[config.mk]
export PLATFORM = sky130hd
export DESIGN_NAME = shelf_atlas_packer_unit
export DESIGN_NICKNAME = d
export VERILOG_FILES = /design/src/hdl/sap_pkg.sv /design/src/hdl/sap_ctrl.sv /design/src/hdl/sap_dpath.sv /design/src/hdl/shelf_atlas_packer_unit.sv
export SDC_FILE = /design/constraint.sdc
export NUM_CORES = 1
export LEC_CHECK = 0
export ABC_CLOCK_PERIOD_IN_PS = 11310
export BUFFER_PORTS_ARGS = -buffer_cell sky130_fd_sc_hd__buf_4
export CAP_MARGIN = 20
export CORE_ASPECT_RATIO = 1.75
export CORE_MARGIN = 1
export CORE_UTILIZATION = 30
export CTS_CLUSTER_DIAMETER = 120
export CTS_CLUSTER_SIZE = 10
export DETAILED_ROUTE_END_ITERATION = 6
export SLEW_MARGIN = 20
export SYNTH_ARGS = -nofsm -noshare
export SYNTH_HDL_FRONTEND = slang
export SYNTH_SLANG_ARGS = --single-unit
[constraint.sdc]
create_clock -name clk_i -period 11.31 [get_ports clk_i]
set_clock_uncertainty 0.15 [all_clocks]
set_input_delay 1.131 -clock clk_i [delete_from_list [all_inputs] [get_ports clk_i]]
set_output_delay 1.131 -clock clk_i [all_outputs]
set_load 0.05 [all_outputs]
[src/hdl/sap_pkg.sv]
// ----------------------------------------------------------------------------
// sap_pkg
// Shared types and constants of the shelf atlas packer.
// ----------------------------------------------------------------------------
package sap_pkg;

  localparam int BoxW    = 7;
  localparam int PosW    = 12;
  localparam int SlotW   = 10;
  localparam int AtlasW  = 13;
  localparam int GapW    = 4;
  localparam int CurXW   = 13;
  localparam int CurYW   = 14;
  localparam int CfgIdxW = 2;

  localparam logic [CfgIdxW-1:0] CfgAtlasWidth  = 2'd0;
  localparam logic [CfgIdxW-1:0] CfgAtlasHeight = 2'd1;
  localparam logic [CfgIdxW-1:0] CfgGapPixels   = 2'd2;

  localparam logic [AtlasW-1:0] AtlasWidthRst  = 13'd512;
  localparam logic [AtlasW-1:0] AtlasHeightRst = 13'd512;
  localparam logic [GapW-1:0]   GapRst         = 4'd1;
  localparam logic [CurYW-1:0]  CursorYMax     = 14'd16383;

  typedef struct packed {
    logic [BoxW-1:0] box_width;
    logic [BoxW-1:0] box_height;
  } sap_in_t;

  typedef struct packed {
    logic             placed;
    logic [PosW-1:0]  pos_x;
    logic [PosW-1:0]  pos_y;
    logic [SlotW-1:0] slot_index;
    logic             slots_full;
  } sap_out_t;

  // controller -> datapath
  typedef struct packed {
    logic load;
    logic advance;
    logic emit;
    logic place;
  } sap_cmd_t;

  // datapath -> controller
  typedef struct packed {
    logic fit;
    logic fit_y;
    logic reject;
  } sap_sts_t;

endpackage

[src/hdl/sap_ctrl.sv]
// ----------------------------------------------------------------------------
// sap_ctrl
// Sequencer: takes a beat, iterates fit check / row advance, issues result.
// ----------------------------------------------------------------------------
module sap_ctrl (
  input  logic              clk_i,
  input  logic              rst_ni,
  input  logic              in_valid_i,
  output logic              in_stall_o,
  output logic              out_valid_o,
  input  logic              out_stall_i,
  input  sap_pkg::sap_sts_t sts_i,
  output sap_pkg::sap_cmd_t cmd_o
);

  localparam logic StIdle  = 1'b0;
  localparam logic StCheck = 1'b1;

  logic state_q, state_d;
  logic adv_q, adv_d;
  logic out_valid_q, out_valid_d;
  logic out_free, finish;

  assign in_stall_o  = (state_q != StIdle);
  assign out_valid_o = out_valid_q;
  assign out_free    = !out_valid_q || !out_stall_i;
  assign finish      = sts_i.reject || sts_i.fit || (adv_q && !sts_i.fit_y);

  always_comb begin
    state_d     = state_q;
    adv_d       = adv_q;
    out_valid_d = out_valid_q && out_stall_i;
    cmd_o       = '0;
    case (state_q)
      StIdle: begin
        if (in_valid_i) begin
          cmd_o.load = 1'b1;
          adv_d      = 1'b0;
          state_d    = StCheck;
        end
      end
      StCheck: begin
        if (finish) begin
          if (out_free) begin
            cmd_o.emit  = 1'b1;
            cmd_o.place = sts_i.fit && !sts_i.reject;
            out_valid_d = 1'b1;
            state_d     = StIdle;
          end
        end else begin
          cmd_o.advance = 1'b1;
          adv_d         = 1'b1;
        end
      end
      default: begin
        state_d = StIdle;
      end
    endcase
  end

  always_ff @(posedge clk_i or negedge rst_ni) begin
    if (!rst_ni) begin
      state_q     <= StIdle;
      adv_q       <= 1'b0;
      out_valid_q <= 1'b0;
    end else begin
      state_q     <= state_d;
      adv_q       <= adv_d;
      out_valid_q <= out_valid_d;
    end
  end

`ifndef SYNTHESIS
  a_load_starts_fresh: assert property (@(posedge clk_i) disable iff (!rst_ni)
    cmd_o.load |=> (state_q == StCheck) && !adv_q)
    else $error("beat taken but check did not start fresh");

  a_reject_no_advance: assert property (@(posedge clk_i) disable iff (!rst_ni)
    (state_q == StCheck) && sts_i.reject |-> !cmd_o.advance && !cmd_o.place)
    else $error("rejected box advanced or placed");

  a_advance_retries: assert property (@(posedge clk_i) disable iff (!rst_ni)
    cmd_o.advance |=> (state_q == StCheck) && adv_q)
    else $error("row advance did not lead to a retry");

  a_held_result: assert property (@(posedge clk_i) disable iff (!rst_ni)
    out_valid_q && out_stall_i |-> !cmd_o.emit)
    else $error("result overwritten while stalled");
`endif

endmodule

[src/hdl/sap_dpath.sv]
// ----------------------------------------------------------------------------
// sap_dpath
// Config registers, cursor / row / slot state, fit compare and result register.
// ----------------------------------------------------------------------------
module sap_dpath #(
  parameter int MAX_SLOTS = 1024,
  parameter int MAX_BOX   = 64
) (
  input  logic                         clk_i,
  input  logic                         rst_ni,
  input  logic                         cfg_we_i,
  input  logic [sap_pkg::CfgIdxW-1:0]  cfg_index_i,
  input  logic [sap_pkg::AtlasW-1:0]   cfg_data_i,
  input  sap_pkg::sap_in_t             in_data_i,
  input  sap_pkg::sap_cmd_t            cmd_i,
  output sap_pkg::sap_sts_t            sts_o,
  output sap_pkg::sap_out_t            out_data_o
);

  localparam int SCW = $clog2(MAX_SLOTS + 1);

  logic [sap_pkg::AtlasW-1:0] aw_q, ah_q;
  logic [sap_pkg::GapW-1:0]   gap_q, g;
  logic [sap_pkg::BoxW-1:0]   w_q, h_q, rh_q;
  logic [sap_pkg::CurXW-1:0]  cur_x_q;
  logic [sap_pkg::CurYW-1:0]  cur_y_q, next_y;
  logic [SCW-1:0]             cnt_q, last_slot;
  logic [sap_pkg::CurXW:0]    sum_x;
  logic [sap_pkg::CurYW:0]    sum_y, adv_y;
  logic [SCW:0]               cnt_inc;
  logic [31:0]                slot_wide;
  sap_pkg::sap_out_t          out_q;

  assign g = (gap_q == '0) ? sap_pkg::GapW'(1) : gap_q;

  assign sum_x = {1'b0, cur_x_q} + (sap_pkg::CurXW + 1)'(w_q) + (sap_pkg::CurXW + 1)'(g);
  assign sum_y = {1'b0, cur_y_q} + (sap_pkg::CurYW + 1)'(h_q) + (sap_pkg::CurYW + 1)'(g);
  assign adv_y = {1'b0, cur_y_q} + (sap_pkg::CurYW + 1)'(rh_q) + (sap_pkg::CurYW + 1)'(g);
  assign next_y = (adv_y > (sap_pkg::CurYW + 1)'(sap_pkg::CursorYMax)) ?
                  sap_pkg::CursorYMax : adv_y[sap_pkg::CurYW-1:0];

  assign sts_o.fit    = (sum_x < (sap_pkg::CurXW + 1)'(aw_q)) && sts_o.fit_y;
  assign sts_o.fit_y  = sum_y < (sap_pkg::CurYW + 1)'(ah_q);
  assign sts_o.reject = (32'(w_q) > 32'(MAX_BOX)) || (32'(h_q) > 32'(MAX_BOX)) ||
                        (32'(cnt_q) >= 32'(MAX_SLOTS));

  assign cnt_inc   = {1'b0, cnt_q} + (SCW + 1)'(1);
  assign last_slot = (cnt_q == '0) ? '0 : cnt_q - SCW'(1);
  assign slot_wide = cmd_i.place ? 32'(cnt_q) : 32'(last_slot);

  always_ff @(posedge clk_i or negedge rst_ni) begin
    if (!rst_ni) begin
      aw_q    <= sap_pkg::AtlasWidthRst;
      ah_q    <= sap_pkg::AtlasHeightRst;
      gap_q   <= sap_pkg::GapRst;
      cur_x_q <= sap_pkg::CurXW'(1);
      cur_y_q <= sap_pkg::CurYW'(1);
      rh_q    <= '0;
      cnt_q   <= '0;
    end else begin
      if (cfg_we_i) begin
        case (cfg_index_i)
          sap_pkg::CfgAtlasWidth:  aw_q  <= cfg_data_i;
          sap_pkg::CfgAtlasHeight: ah_q  <= cfg_data_i;
          sap_pkg::CfgGapPixels:   gap_q <= cfg_data_i[sap_pkg::GapW-1:0];
          default: begin
          end
        endcase
      end
      if (cmd_i.advance) begin
        cur_x_q <= sap_pkg::CurXW'(g);
        cur_y_q <= next_y;
        rh_q    <= '0;
      end else if (cmd_i.emit && cmd_i.place) begin
        cur_x_q <= sum_x[sap_pkg::CurXW-1:0];
        cnt_q   <= cnt_inc[SCW-1:0];
        if (rh_q < h_q) begin
          rh_q <= h_q;
        end
      end
    end
  end

  always_ff @(posedge clk_i) begin
    if (cmd_i.load) begin
      w_q <= in_data_i.box_width;
      h_q <= in_data_i.box_height;
    end
    if (cmd_i.emit) begin
      out_q.placed     <= cmd_i.place;
      out_q.pos_x      <= cmd_i.place ? cur_x_q[sap_pkg::PosW-1:0] : '0;
      out_q.pos_y      <= cmd_i.place ? cur_y_q[sap_pkg::PosW-1:0] : '0;
      out_q.slot_index <= slot_wide[sap_pkg::SlotW-1:0];
      out_q.slots_full <= cmd_i.place ? (cnt_inc >= (SCW + 1)'(MAX_SLOTS)) :
                                        (32'(cnt_q) >= 32'(MAX_SLOTS));
    end
  end

  assign out_data_o = out_q;

endmodule

[src/hdl/shelf_atlas_packer_unit.sv]
// ----------------------------------------------------------------------------
// shelf_atlas_packer_unit
// Shelf packer: places boxes row by row into a fixed atlas, one result a box.
// ----------------------------------------------------------------------------
// Input channel carries a box (width, height); output channel returns
// placed flag, position, slot index and a slots-full flag, one beat per box.
// A beat moves when valid is high and stall is low. Config writes go over
// the cfg channel (index 0 width, 1 height, 2 gap), always ready; write only
// while idle.
// Flow: each box is captured whether or not it fits, then checked and its
// result registered; its result shows the cycle after that check.
// Each row advance is followed by a new fit check at the moved cursor. A box
// too wide for any row keeps stepping down by the gap until it no longer
// fits below the atlas height.
// Reset: cursor at (1,1), empty row, no slots used, atlas 512x512, gap 1.
// Stall: the result is held in the output register; one further box can be
// taken and is held in its check step until that register frees.
// ----------------------------------------------------------------------------
module shelf_atlas_packer_unit #(
  parameter int MAX_SLOTS = 1024,
  parameter int MAX_BOX   = 64
) (
  input  logic                        clk_i,
  input  logic                        rst_ni,
  input  logic                        in_valid_i,
  output logic                        in_stall_o,
  input  sap_pkg::sap_in_t            in_data_i,
  output logic                        out_valid_o,
  input  logic                        out_stall_i,
  output sap_pkg::sap_out_t           out_data_o,
  input  logic                        cfg_valid_i,
  output logic                        cfg_ready_o,
  input  logic [sap_pkg::CfgIdxW-1:0] cfg_index_i,
  input  logic [sap_pkg::AtlasW-1:0]  cfg_data_i
);

  sap_pkg::sap_cmd_t cmd;
  sap_pkg::sap_sts_t sts;

  assign cfg_ready_o = 1'b1;

  sap_ctrl u_ctrl (
    .clk_i       (clk_i),
    .rst_ni      (rst_ni),
    .in_valid_i  (in_valid_i),
    .in_stall_o  (in_stall_o),
    .out_valid_o (out_valid_o),
    .out_stall_i (out_stall_i),
    .sts_i       (sts),
    .cmd_o       (cmd)
  );

  sap_dpath #(
    .MAX_SLOTS (MAX_SLOTS),
    .MAX_BOX   (MAX_BOX)
  ) u_dpath (
    .clk_i       (clk_i),
    .rst_ni      (rst_ni),
    .cfg_we_i    (cfg_valid_i && cfg_ready_o),
    .cfg_index_i (cfg_index_i),
    .cfg_data_i  (cfg_data_i),
    .in_data_i   (in_data_i),
    .cmd_i       (cmd),
    .sts_o       (sts),
    .out_data_o  (out_data_o)
  );

endmodule

Word level (Yosys, flattened, before mapping)
Cells that the tools add are included.
{"block": "classes", "muxes": 25, "reduce_logical": 25, "order_cmp": 8, "bitwise_logic": 2, "n_eq_ne": 4, "add_sub_neg": 8}
{"op": "adder 14 x 7 -> 15 bit", "n": 2}
{"op": "adder 15 x 4 -> 15 bit", "n": 2}
{"op": "2-to-1 mux 13 bit", "n": 2}
{"op": "2-to-1 mux 7 bit", "n": 3}
{"op": "2-to-1 mux 10 bit", "n": 2}
{"op": "> comparator 15 x 14 -> 1 bit (second input constant)", "n": 1}
{"op": "< comparator 15 x 13 -> 1 bit", "n": 1}
{"op": "adder 13 x 7 -> 14 bit", "n": 1}
{"op": "adder 14 x 4 -> 14 bit", "n": 1}
{"op": "> comparator 7 bit (second input constant)", "n": 2}
{"op": "< comparator 14 x 13 -> 1 bit", "n": 1}
{"op": "2-to-1 mux 14 bit", "n": 1}
{"op": "adder 11 x 1 -> 12 bit (second input constant)", "n": 1}
{"op": "greater-or-equal comparator 12 x 11 -> 1 bit (second input constant)", "n": 1}
{"op": "AND reduction 2 bit", "n": 6}
{"op": "greater-or-equal comparator 11 bit (second input constant)", "n": 1}
{"op": "zero test 11 bit", "n": 1}
{"op": "2-to-1 mux 1 bit", "n": 11}
{"op": "subtractor 10 x 1 -> 10 bit (second input constant)", "n": 1}
{"op": "< comparator 7 bit", "n": 1}
{"op": "logical AND 1 bit", "n": 5}
{"op": "logical OR 1 bit", "n": 5}
{"op": "zero test 1 bit", "n": 4}
{"op": "zero test 4 bit", "n": 1}
{"op": "10 further kinds", "n": 15}
{"block": "word_totals", "reg_bits": 128, "elab_cells": 89, "output_inout_bits": 39, "input_bits": 34}

Longest topological paths before layout
Gate-level depths: netlist (run 1).
{"block": "logic_depth", "ltp_word": 12, "mapped_depth": 23, "mapped_depth_nobuf": 22}

Hierarchy
A second synthesis (run 1) with hierarchy kept.
{"block": "hier_totals", "hier_cells": 683, "hier_area_um2": 7556.0}
{"module": "sap_dpath", "n_inst": 1, "area_per_inst_um2": 7383.3, "cells_each": 665}
{"module": "sap_ctrl", "n_inst": 1, "area_per_inst_um2": 161.4, "cells_each": 16}
{"module": "shelf_atlas_packer_unit", "n_inst": 1, "area_per_inst_um2": 11.3, "cells_each": 2}

Worst setup path before layout (run 1)
No wires, ideal clock.
{"block": "synth_path", "path_type": "reg2reg", "start": "register u_dpath.gap_q[1] (netlist bit)", "end": "register u_dpath.out_q (netlist bit u_dpath.out_data_o[0]), enable pin", "arrival_ns": 5.024, "period_less_slack_ns": 5.570, "slack_ns": 5.740, "path_buffers": 2, "path_stages_with_launch": 21, "path_cell_list": "dfrtp_1 > clkbuf_1 > fa_1 > ha_1 > fa_1 > a211oi_1 > nor2_1 > nor2_1 > o21ai_0 > nand2_1 > nor2_1 > xor2_1 > ha_1 > nand2_1 > or4_1 > a221oi_2 > a211oi_2 > and2_4 > buf_2 > nand2_1 > and4_1"}
{"item": "start, declared", "line": "sap_dpath.sv:23", "text": "logic [sap_pkg::GapW-1:0] gap_q, g;"}
{"item": "start signal, assigned", "line": "sap_dpath.sv:55", "text": "gap_q <= sap_pkg::GapRst;"}
{"item": "start signal, assigned", "line": "sap_dpath.sv:65", "text": "sap_pkg::CfgGapPixels: gap_q <= cfg_data_i[sap_pkg::GapW-1:0];"}
{"item": "end, declared", "line": "sap_dpath.sv:32", "text": "sap_pkg::sap_out_t out_q;"}

Final worst setup path (run 1)
{"block": "layout_path", "start": "register u_dpath.gap_q[3] (netlist bit)", "end": "register u_dpath.cur_y_q[2] (netlist bit)"}
{"block": "layout_between", "elab_chain_len": 9, "word_cells_on_any_way": 16, "cone_classes": "3 x add/sub; 3 x order compare; 4 x mux; 6 x reduce/logical"}
{"item": "zero test 4 bit", "line": "sap_dpath.sv:34", "text": "assign g = (gap_q == '0) ? sap_pkg::GapW'(1) : gap_q;"}
{"item": "2-to-1 mux 4 bit *", "line": "sap_dpath.sv:34"}
{"item": "adder 15 x 4 -> 15 bit / adder 14 x 4 -> 14 bit (equally long branches)", "line": "sap_dpath.sv:37, sap_dpath.sv:36"}
{"item": "< comparator 15 x 13 -> 1 bit / < comparator 14 x 13 -> 1 bit (equally long branches)", "line": "sap_dpath.sv:43, sap_dpath.sv:42"}
{"item": "logical AND 1 bit / zero test 1 bit (equally long branches)", "line": "sap_dpath.sv:42, sap_ctrl.sv:27"}
{"item": "logical OR 1 bit / logical AND 1 bit (equally long branches)", "line": "sap_ctrl.sv:27", "text": "assign finish = sts_i.reject || sts_i.fit || (adv_q && !sts_i.fit_y);"}
{"item": "logical OR 1 bit", "line": "sap_ctrl.sv:27"}
{"item": "2-to-1 mux 1 bit", "line": "sap_ctrl.sv:43", "text": "if (finish) begin"}
{"item": "2-to-1 mux 3 bit", "line": "sap_ctrl.sv:34", "text": "case (state_q)"}
{"item": "end signal, assigned", "line": "sap_dpath.sv:57", "text": "cur_y_q <= sap_pkg::CurYW'(1);"}
{"item": "end signal, assigned", "line": "sap_dpath.sv:72", "text": "cur_y_q <= next_y;"}
{"item": "end, declared", "line": "sap_dpath.sv:26", "text": "logic [sap_pkg::CurYW-1:0] cur_y_q, next_y;"}
Every way passes the cells marked *; elsewhere a longest branch is shown, timed or not.
A chain may end at the register's enable or synchronous reset.

==> flow_metrics.tcl, run 1 <==
set metrics [dict create \
    netlist_area_mm2 0.00776 \
    pwr-share-clk 0.210 \
    cts.sinks 128 \
    ant_nets 0 \
    syn_avg_cell_area_um2 11.0 \
    io_pins 73 \
    place_inst 1067 \
    multi_input_area_mm2 0.00391 \
    syn_nets 819 \
    cap_violations 0 \
    fmax_mhz 176 \
    drive_gt1_frac 0.209 \
    routedWlPerCell_um 17.9 \
    register_area_mm2 0.00346 \
    insertion_delay_ns 0.43 \
    synth_top_area_cell "dfrtp_1" \
    path_class "reg -> reg" \
    grt_pass1_wl_um 31600 \
    final.min_clock_period_ns 5.68 \
    path_max_fanout 22 \
    routed_wl_um 19700 \
    reg2reg_slack_ns 5.63 \
    antenna_found_initial 0 \
    required_ns 11.46 \
    stdcell_count 1099 \
    cts_buffer_depth 2 \
    hold_ws_ns 0.354 \
    tightest_slew_ns 1.01 \
    die_w_um 124 \
    die_height_um 215 \
    seq_power_share 0.292 \
    cp.arrival_ns 5.84 \
    die_area_mm2 0.0265 \
    slowest_stage "a211o_1" \
    core_mm2 0.0253 \
    critPathCaptureType "register" \
    ir_worst_vdd_mv 0.114 \
    total_leakage_power_nw 4.06 \
    crit_path_start_kind "register" \
    endpoint "u_dpath.cur_y_q[2]" \
    first_pass_iters 4 \
    synthToLayoutAreaGrowth_pct 17.6 \
    outcome "completed" \
    cts_hold_buffers 0 \
    nets 881 \
    p_sw_w 0.00108 \
    yosysMostFrequentCell "dfrtp_1" \
    via_per_inst 5.06 \
    diodes 0 \
    initial_core_util 0.306 \
    postPlaceCellArea_mm2 0.00855 \
    fin_crit_sh 0.503 \
    gp_congestion 0.823 \
    synth_edf_count 50 \
    async_flop_share 0.609 \
    hp-class "reg -> reg" \
    htree_num_levels 4 \
    post-route-drc-count 0 \
    cp-startpoint "u_dpath.gap_q[3]" \
    cts-root-buf "clkbuf_16" \
    grt_usage 0.160 \
    grt.overflow.total 0 \
    crit_family "simple AND/OR/NAND/NOR gates" \
    setup_viol 0 \
    r2r_cells 21 \
    ys.flop_type "dfrtp_1" \
    netlist_instances 708 \
    cts_buffers 17 \
    max-slew-margin-rel 0.321 \
    cp_common_cell "nor2_1" \
    yosys.area.top_type_share 0.235 \
    final_area_mm2 0.00913 \
    port_buffers 71 \
    num_vias 5561 \
    yosys-top-cells-count "dfrtp_1, ha_1, inv_1, edfxtp_1, o21ai_0" \
    p_per_area_mw_per_mm2 277 \
    worst-path-stages 21 \
    cts_tree "yes" \
    yosys_warnings 0 \
    hold_viol 0 \
    nFillCells 2493 \
    slew_violations 0 \
    grt_max_degree 79 \
    synth_area_leaders "dfrtp_1, edfxtp_1, ha_1, mux2_2, fa_1" \
    r2r_end "u_dpath.cur_y_q[2]" \
    ys_ff_latch 128 \
    critPathMaxStageDelay_ns 0.55 \
    rows 77 \
    first_iter_violations 297 \
    worstPathCellList "nor3_1 > nor2_1 > fa_1 > inv_1 > ha_1 > fa_1 > a211oi_1 > nor2_1 > nor2_1 > o21ai_0 > nand2_1 > nor2_1 > xor2_1 > ha_1 > nand2_1 > or4_1 > a221oi_2 > a211oi_2 > a211o_1 > nand2_2 > mux2_2" \
    synth_cell_types 74 \
    timing.rr.start "u_dpath.gap_q[3]" \
    comb_power_share 0.498 \
    rsz0062_at_grt "false" \
    post_cts_buffers 0 \
    path_clk_slew_ns 0.06 \
    grt_pass1_vias 5938 \
    p_int_w 0.00145 \
    tns_ns 0 \
    worst-path-buf-inv 1 \
    cts_resized 0 \
    hpwl_um 15200 \
    switching_share 0.428 \
    seq_area_frac_synth 0.446 \
]
==> worst min path at each step <==
stage / start / end / cells after the start
after global placement: u_dpath.ah_q[6] / u_dpath.ah_q[6] / 1
after floorplan: u_dpath.ah_q[0] / u_dpath.ah_q[0] / 1
final: u_dpath.ah_q[12] / u_dpath.ah_q[12] / 1
after global routing: u_dpath.ah_q[4] / u_dpath.ah_q[4] / 1
after CTS: u_dpath.ah_q[4] / u_dpath.ah_q[4] / 1
after detailed placement: u_dpath.ah_q[4] / u_dpath.ah_q[4] / 1
==> placed cells by master (no fill, tap or decap), drive strengths merged, types with 17 or more instances in the layout <==
cell type,Yosys,final
a21oi,24,24
and3,24,24
buf,13,75
clkbuf,19,17
dfrtp,73,73
edfxtp,50,50
ha,62,62
inv,59,61
mux2,38,38
nand2,43,43
nand3,23,23
nor2,38,38
o21ai,43,43
xnor2,18,18
==> area by class of cell <==
class	count	share of cell area
clock buffers	17	0.0466
clock inverters	15	0.0158
inverters	59	0.0243
multi-input cells	489	0.429
flip-flops and latches	128	0.379
well taps	316	0.0433
repair buffers	75	0.0621
==> state kept, by name, indices dropped and copies added (netlist names) <==
| name | count |
|---|---|
| u_dpath.cur_x_q | 13 |
| u_dpath.rh_q | 7 |
| u_dpath.aw_q | 13 |
| u_dpath.ah_q | 13 |
| u_ctrl.in_stall_o | 1 |
| u_dpath.out_data_o | 36 |
| u_dpath.cnt_q | 11 |
| u_ctrl.adv_q | 1 |
| u_dpath.w_q | 7 |
| u_dpath.gap_q | 4 |
| u_dpath.h_q | 7 |
| u_ctrl.out_valid_o | 1 |
| u_dpath.cur_y_q | 14 |
==> worst register-to-register path, cell delays in order, from the launching register on <==
cell	delay (ns)
dfrtp_1	0.50
nor3_1	0.09
nor2_1	0.25
fa_1	0.23
inv_1	0.04
ha_1	0.21
fa_1	0.43
a211oi_1	0.35
nor2_1	0.11
nor2_1	0.09
o21ai_0	0.07
nand2_1	0.11
nor2_1	0.06
xor2_1	0.15
ha_1	0.32
nand2_1	0.08
or4_1	0.49
a221oi_2	0.28
a211oi_2	0.11
a211o_1	0.55
nand2_2	0.51
mux2_2	0.40
==> per-stage QoR <==
stage	utilization	total power (W)	setup WS [ns]
CTS	0.360	0.00255	5.63
global route	0.360	0.00274	5.21
detailed placement	0.338	0.00201	5.63
floorplan	-	0.00166	5.74
global placement	0.338	0.00199	5.75
finish	0.360	0.00253	5.63
==> per-layer routing <==
layer / wire length, um / vias up / global-route usage
met5: 0 / - / 0
met4: 921 / 0 / 0.0916
met3: 638 / 55 / 0.0239
met2: 10900 / 152 / 0.297
met1: 7230 / 2653 / 0.165
li1: - / 2701 / -
==> power by group through the flow <==
stage	combinational (W)	sequential [W]	clock, W
finish	0.00126	0.000739	0.000532
global route	0.00142	0.000756	0.000561
CTS	0.00127	0.000741	0.000544
detailed placement	0.00126	0.000750	0
global placement	0.00124	0.000746	0
floorplan	0.000825	0.000835	0
==> cells by family after synthesis <==
logic type	synth area share
xor+xnor	0.0327
other cells	0.000483
simple gates	0.125
compound gates	0.142
mux	0.0655
flops	0.446
buf+inv	0.0506
fa+ha+maj	0.139
(Power assumes the default switching activity.)
==> inputs of run 2 (changes only) <==
ABC_AREA = 1   (was default)
ABC_CLOCK_PERIOD_IN_PS = 5100   (was 11310)
clock period = 5.1 ns   (was 11.31 ns; I/O delays follow)
==> run 2 against run 1 <==
  * Sequential power is 80% higher
  * Register-to-register slack got worse by 5.2 ns
  * Die area decreased by 1.1%
  * Flip-flop and latch count unchanged
  * Final cell count rose by 15%
  * Worst hold slack got worse by 0.26 ns
  * Global-route usage shrank 0.59 points
  * Largest cell class unchanged
  * Largest power group is now registers
==> flow_metrics.tcl, run 2 <==
set metrics [dict create \
    hp-class "in -> reg" \
    path_max_fanout 34 \
    yosys-top-cells-count "nand2_1, inv_1, dfrtp_1, nor2_1, ha_1" \
    cts_buffers 17 \
    nets 1051 \
    cts_tree "yes" \
    routedWlPerCell_um 14.6 \
    hpwl_um 14300 \
    slowest_stage "dfrtp_1" \
    yosys.area.top_type_share 0.238 \
    nFillCells 2550 \
    cp-startpoint "u_dpath.gap_q[1]" \
    die_area_mm2 0.0262 \
    met2_length_um 10400 \
    grt_max_degree 70 \
    min_from "in_data_i[6]" \
    total_leakage_power_nw 4.41 \
    routed_wl_um 18500 \
    grt_pass1_wl_um 30300 \
    cts-root-buf "clkbuf_16" \
    highest_layer "met4" \
    r2r_end "u_dpath.out_data_o[0]" \
    grt_pass1_vias 6063 \
    final.min_clock_period_ns 4.68 \
    gp_congestion 0.883 \
    rsz0062_at_grt "false" \
    path_clk_slew_ns 0.06 \
    total_power_w 0.00362 \
    place_inst 1236 \
    first_iter_violations 270 \
    cts_hold_buffers 1 \
    synth_cell_types 45 \
    slew_violations 0 \
    post-route-drc-count 0 \
    async_flop_share 0.609 \
    yosys_warnings 0 \
    required_ns 5.08 \
    netlist_area_mm2 0.00767 \
    worst-path-buf-inv 4 \
    htree_num_levels 4 \
    seq_area_frac_synth 0.451 \
    port_buffers 71 \
    p_per_area_mw_per_mm2 396 \
    grt_usage 0.154 \
    setup_viol 0 \
    outcome "completed" \
    cap_violations 0 \
    tns_ns 0 \
    timing.rr.start "u_dpath.gap_q[1]" \
    hold_depth 1 \
    crit_family "adder cells" \
    fmax_mhz 214 \
    route.met3.wl_um 475 \
    final_cell_mix "nand2_1, inv_1, buf_4, dfrtp_1, nor2_1" \
    cts_resized 0 \
    hold_end "u_dpath.h_q[6]" \
    die_height_um 214 \
    synth_area_leaders "dfrtp_1, edfxtp_1, ha_1, nand2_1, inv_1" \
    rows 77 \
    io_pins 73 \
    first_pass_iters 4 \
    via_per_inst 4.63 \
    ir_worst_vdd_mv 0.235 \
    post_cts_buffers 0 \
    num_vias 5877 \
    syn_nets 976 \
    synthToLayoutAreaGrowth_pct 19.2 \
    initial_core_util 0.305 \
    yosysMostFrequentCell "nand2_1" \
    die_w_um 123 \
    wl_met1_um 7160 \
    antenna_found_initial 0 \
    ant_nets 0 \
    stdcell_count 1269 \
    core_mm2 0.0251 \
    ys.flop_type "dfrtp_1" \
    cts_buffer_depth 2 \
    path_class "reg -> reg" \
    cp.arrival_ns 4.65 \
    critPathCaptureType "register" \
    synth_edf_count 50 \
    reg2reg_slack_ns 0.42 \
    final_area_mm2 0.00914 \
    largest_register_ffs 36 \
    cts.sinks 128 \
    insertion_delay_ns 0.44 \
    mostFrequentLayoutCell "nand2_1" \
    worstPathCellList "inv_1 > a31oi_1 > fa_1 > inv_1 > ha_1 > inv_1 > fa_1 > o21ai_2 > nand2_1 > nand2_1 > xor2_1 > ha_1 > a21oi_1 > o21ai_0 > and2_1 > o21bai_1 > nand3_1 > nor2_1 > nand3_2 > nand2_1 > nor2_2 > nor3_4 > buf_12" \
    grt.overflow.total 0 \
    crit_path_start_kind "register" \
    diodes 0 \
    fin_crit_sh 0.917 \
    netlist_instances 865 \
    hold_viol 0 \
    postPlaceCellArea_mm2 0.00854 \
    syn_avg_cell_area_um2 8.87 \
    r2r_cells 23 \
    max-slew-margin-rel 0.422 \
    critPathMaxStageDelay_ns 0.45 \
    synth_top_area_cell "dfrtp_1" \
    tightest_slew_ns 0.865 \
    drive_gt1_frac 0.142 \
    ys_ff_latch 128 \
    hold_ws_ns 0.0972 \
]
[run 2: worst reg2reg max path, delay by kind of cell (launching register included)]
family	cells	cell delay, ns
adder cells (fa/ha/maj)	4	1.24
AND/OR/NAND/NOR	9	1.10
AO/OA/AOI/OAI	5	0.72
buffers and inverters	4	0.50
flip-flops	1	0.45
XOR/XNOR	1	0.20
[run 2: metrics by stage]
stage               setup WS [ns]  utilization
finish                      0.422        0.364
global placement            0.435        0.340
CTS                         0.364        0.364
global route                0.121        0.364
detailed placement          0.375        0.340
floorplan                   0.360            -
[run 2: worst max path at each step]
| stage | to | slack [ns] | cells past startpoint |
|---|---|---|---|
| final | u_dpath.out_data_o[0] | 0.42 | 23 |
| after global routing | u_dpath.out_data_o[29] | 0.12 | 23 |
| after CTS | u_dpath.out_data_o[33] | 0.36 | 23 |
| after detailed placement | u_dpath.out_data_o[35] | 0.37 | 23 |
| after global placement | u_dpath.out_data_o[17] | 0.43 | 23 |
| after floorplan | u_dpath.out_data_o[0] | 0.36 | 22 |
[run 2: area by class of cell]
type	count	area, um2	share of cell area
Clock buffer	19	433	0.0473
Sequential cell	128	3460	0.378
Multi-Input combinational cell	582	3570	0.391
Tap cell	316	395	0.0432
Timing Repair Buffer	79	621	0.0679
Inverter	132	498	0.0545
Clock inverter	13	163	0.0178
[run 2: kinds of logic after synthesis]
logic type	synth area share
flip-flops	0.451
AO/OA/AOI/OAI	0.0892
XOR/XNOR	0.0445
AND/OR/NAND/NOR	0.190
other	0.000489
adder cells (fa/ha/maj)	0.140
buffers and inverters	0.0843
[run 2: per-layer routing]
metal,global-route usage,vias up
met5,0,-
met4,0.0715,0
met3,0.0255,28
met2,0.291,93
met1,0.163,2784
li1,-,2972
[run 2: power by group]
part,leakage [nW],internal [W],switching (W)
combinational,2.68,0.000345,0.000703
sequential,1.45,0.00125,0.0000843
clock,0.279,0.000768,0.000474
total,4.41,0.00236,0.00126
==> inputs of run 3 (changes only) <==
PLACE_DENSITY = 0.5   (was default)
==> run 3 against run 2 <==
  * Combinational power is 4% higher
  * Highest routed layer unchanged
  * Total power barely moved
  * Worst hold slack better by 0.0034 ns
  * Setup slack got worse by 0.0057 ns
  * Final cell count rose by 0.24%
  * Sequential share of layout area is 0.21 points lower
  * Routed wire length is 2.9% higher
==> flow_metrics.tcl, run 3 (synthesized netlist as in run 2, its figures left out) <==
set metrics [dict create \
    required_ns 5.27 \
    comb_power_share 0.300 \
    core_mm2 0.0251 \
    critPathCaptureType "register" \
    num_vias 5896 \
    r2r_end "u_dpath.cur_x_q[8]" \
    cts_buffer_depth 2 \
    htree_num_levels 4 \
    rows 77 \
    grt_usage 0.158 \
    grt_max_degree 44 \
    grt_pass1_wl_um 30900 \
    cts_tree "yes" \
    reg2reg_slack_ns 0.42 \
    mostFrequentLayoutCell "nand2_1" \
    path_clk_slew_ns 0.06 \
    antenna_found_initial 0 \
    cap_violations 0 \
    ir_worst_vdd_mv 0.258 \
    insertion_delay_ns 0.43 \
    tightest_slew_ns 0.944 \
    first_pass_iters 4 \
    io_pins 73 \
    seq_power_share 0.365 \
    p_sw_w 0.00130 \
    fmax_mhz 214 \
    pwr-share-clk 0.335 \
    switching_share 0.357 \
    ant_nets 0 \
    port_buffers 71 \
    path_max_fanout 29 \
    setup_viol 0 \
    total_leakage_power_nw 4.44 \
    hold_ws_ns 0.101 \
    die_w_um 123 \
    synthToLayoutAreaGrowth_pct 19.9 \
    rsz0062_at_grt "false" \
    r2r_cells 25 \
    grt.overflow.total 0 \
    gp_congestion 0.887 \
    cts-root-buf "clkbuf_16" \
    grt_pass1_vias 6095 \
    hold_viol 0 \
    crit_path_start_kind "register" \
    hold_end "u_dpath.h_q[0]" \
    hp-class "in -> reg" \
    routed_wl_um 19000 \
    cts.sinks 128 \
    min_from "in_data_i[0]" \
    outcome "completed" \
    post-route-drc-count 0 \
    die_height_um 214 \
    first_iter_violations 313 \
    initial_core_util 0.305 \
    tns_ns 0 \
    max-slew-margin-rel 0.369 \
    hpwl_um 14700 \
    nets 1054 \
    post_cts_buffers 0 \
    diodes 0 \
    timing.rr.start "u_dpath.gap_q[1]" \
    final.min_clock_period_ns 4.68 \
    fin_crit_sh 0.918 \
    hold_depth 1 \
    p_per_area_mw_per_mm2 395 \
    routedWlPerCell_um 15.0 \
    drive_gt1_frac 0.147 \
    via_per_inst 4.64 \
    largest_register_ffs 36 \
    final_cell_mix "nand2_1, inv_1, buf_4, dfrtp_1, nor2_1" \
    cts_buffers 17 \
    die_area_mm2 0.0262 \
    path_class "reg -> reg" \
    slew_violations 0 \
    cp.arrival_ns 4.86 \
    p_int_w 0.00233 \
]
run 3: worst max-delay path: stages, from the launching register on:
cell	delay, ns
dfrtp_1	0.44
inv_1	0.11
a31oi_1	0.15
fa_1	0.40
inv_1	0.06
ha_1	0.15
inv_1	0.05
fa_1	0.41
o21ai_2	0.23
nand2_1	0.10
nand2_1	0.12
xor2_1	0.21
ha_1	0.28
a21oi_1	0.15
o21ai_0	0.09
and2_1	0.14
o21bai_1	0.11
nand3_1	0.08
nor2_1	0.11
nand3_2	0.15
inv_2	0.13
nand2_8	0.13
buf_12	0.22
buf_12	0.17
o211ai_1	0.16
inv_1	0.05
run 3: cell type report:
class	instances	area (um2)
clock inverter	15	161
timing repair buffer	82	668
sequential	128	3460
tap	316	395
fill	2560	16000
inverter	132	500
multi-input combinational	582	3580
clock buffer	17	425
run 3: power groups by stage:
stage	logic [W]	registers, W	clock network (W)
2_1_floorplan	0.000458	0.00161	0
3_3_place_gp	0.00109	0.00135	0
3_5_place_dp	0.00110	0.00135	0
4_1_cts	0.00111	0.00133	0.00125
5_1_grt	0.00121	0.00134	0.00129
6_report	0.00109	0.00133	0.00121
run 3: metal layers:
layer,share of wire,up-vias,global-route usage,routed length [um]
met1,0.38,2777,0.165,7290
met5,0,-,0,0
met2,0.57,93,0.303,10800
li1,-,2992,-,-
met3,0.026,34,0.0261,488
met4,0.026,0,0.0706,489
run 3: how the worst max path moves through the flow:
stage / to / startpoint / slack, ns / cells past startpoint
floorplan: u_dpath.out_data_o[0] / u_dpath.gap_q[1] / 0.36 / 22
global placement: u_dpath.cur_x_q[8] / u_dpath.gap_q[1] / 0.39 / 25
detailed placement: u_dpath.cur_x_q[8] / u_dpath.gap_q[1] / 0.36 / 25
CTS: u_dpath.cur_x_q[8] / u_dpath.gap_q[1] / 0.34 / 25
global route: u_dpath.cur_x_q[8] / u_dpath.gap_q[1] / 0.04 / 25
finish: u_dpath.cur_x_q[8] / u_dpath.gap_q[1] / 0.42 / 25
run 3: per-stage QoR:
stage / instance area (um2) / cells / util / setup WS [ns] / total power (W)
final: 9190 / 1272 / 0.366 / 0.416 / 0.00363
after global routing: 9190 / 1272 / 0.366 / 0.0362 / 0.00384
after CTS: 9180 / 1272 / 0.365 / 0.342 / 0.00369
after detailed placement: 8590 / 1239 / 0.341 / 0.358 / 0.00245
after global placement: 8590 / 1239 / 0.341 / 0.393 / 0.00244
after floorplan: 7680 / 865 / - / 0.360 / 0.00207
run 3: timing repair:
| item | CTS | global route |
|---|---|---|
| setup endpoints to repair | 0 | 6 |
| endpoints found under the hold margin | 33 | 0 |
| gates resized for setup | 0 | 2 |
| hold buffers | 1 | 0 |
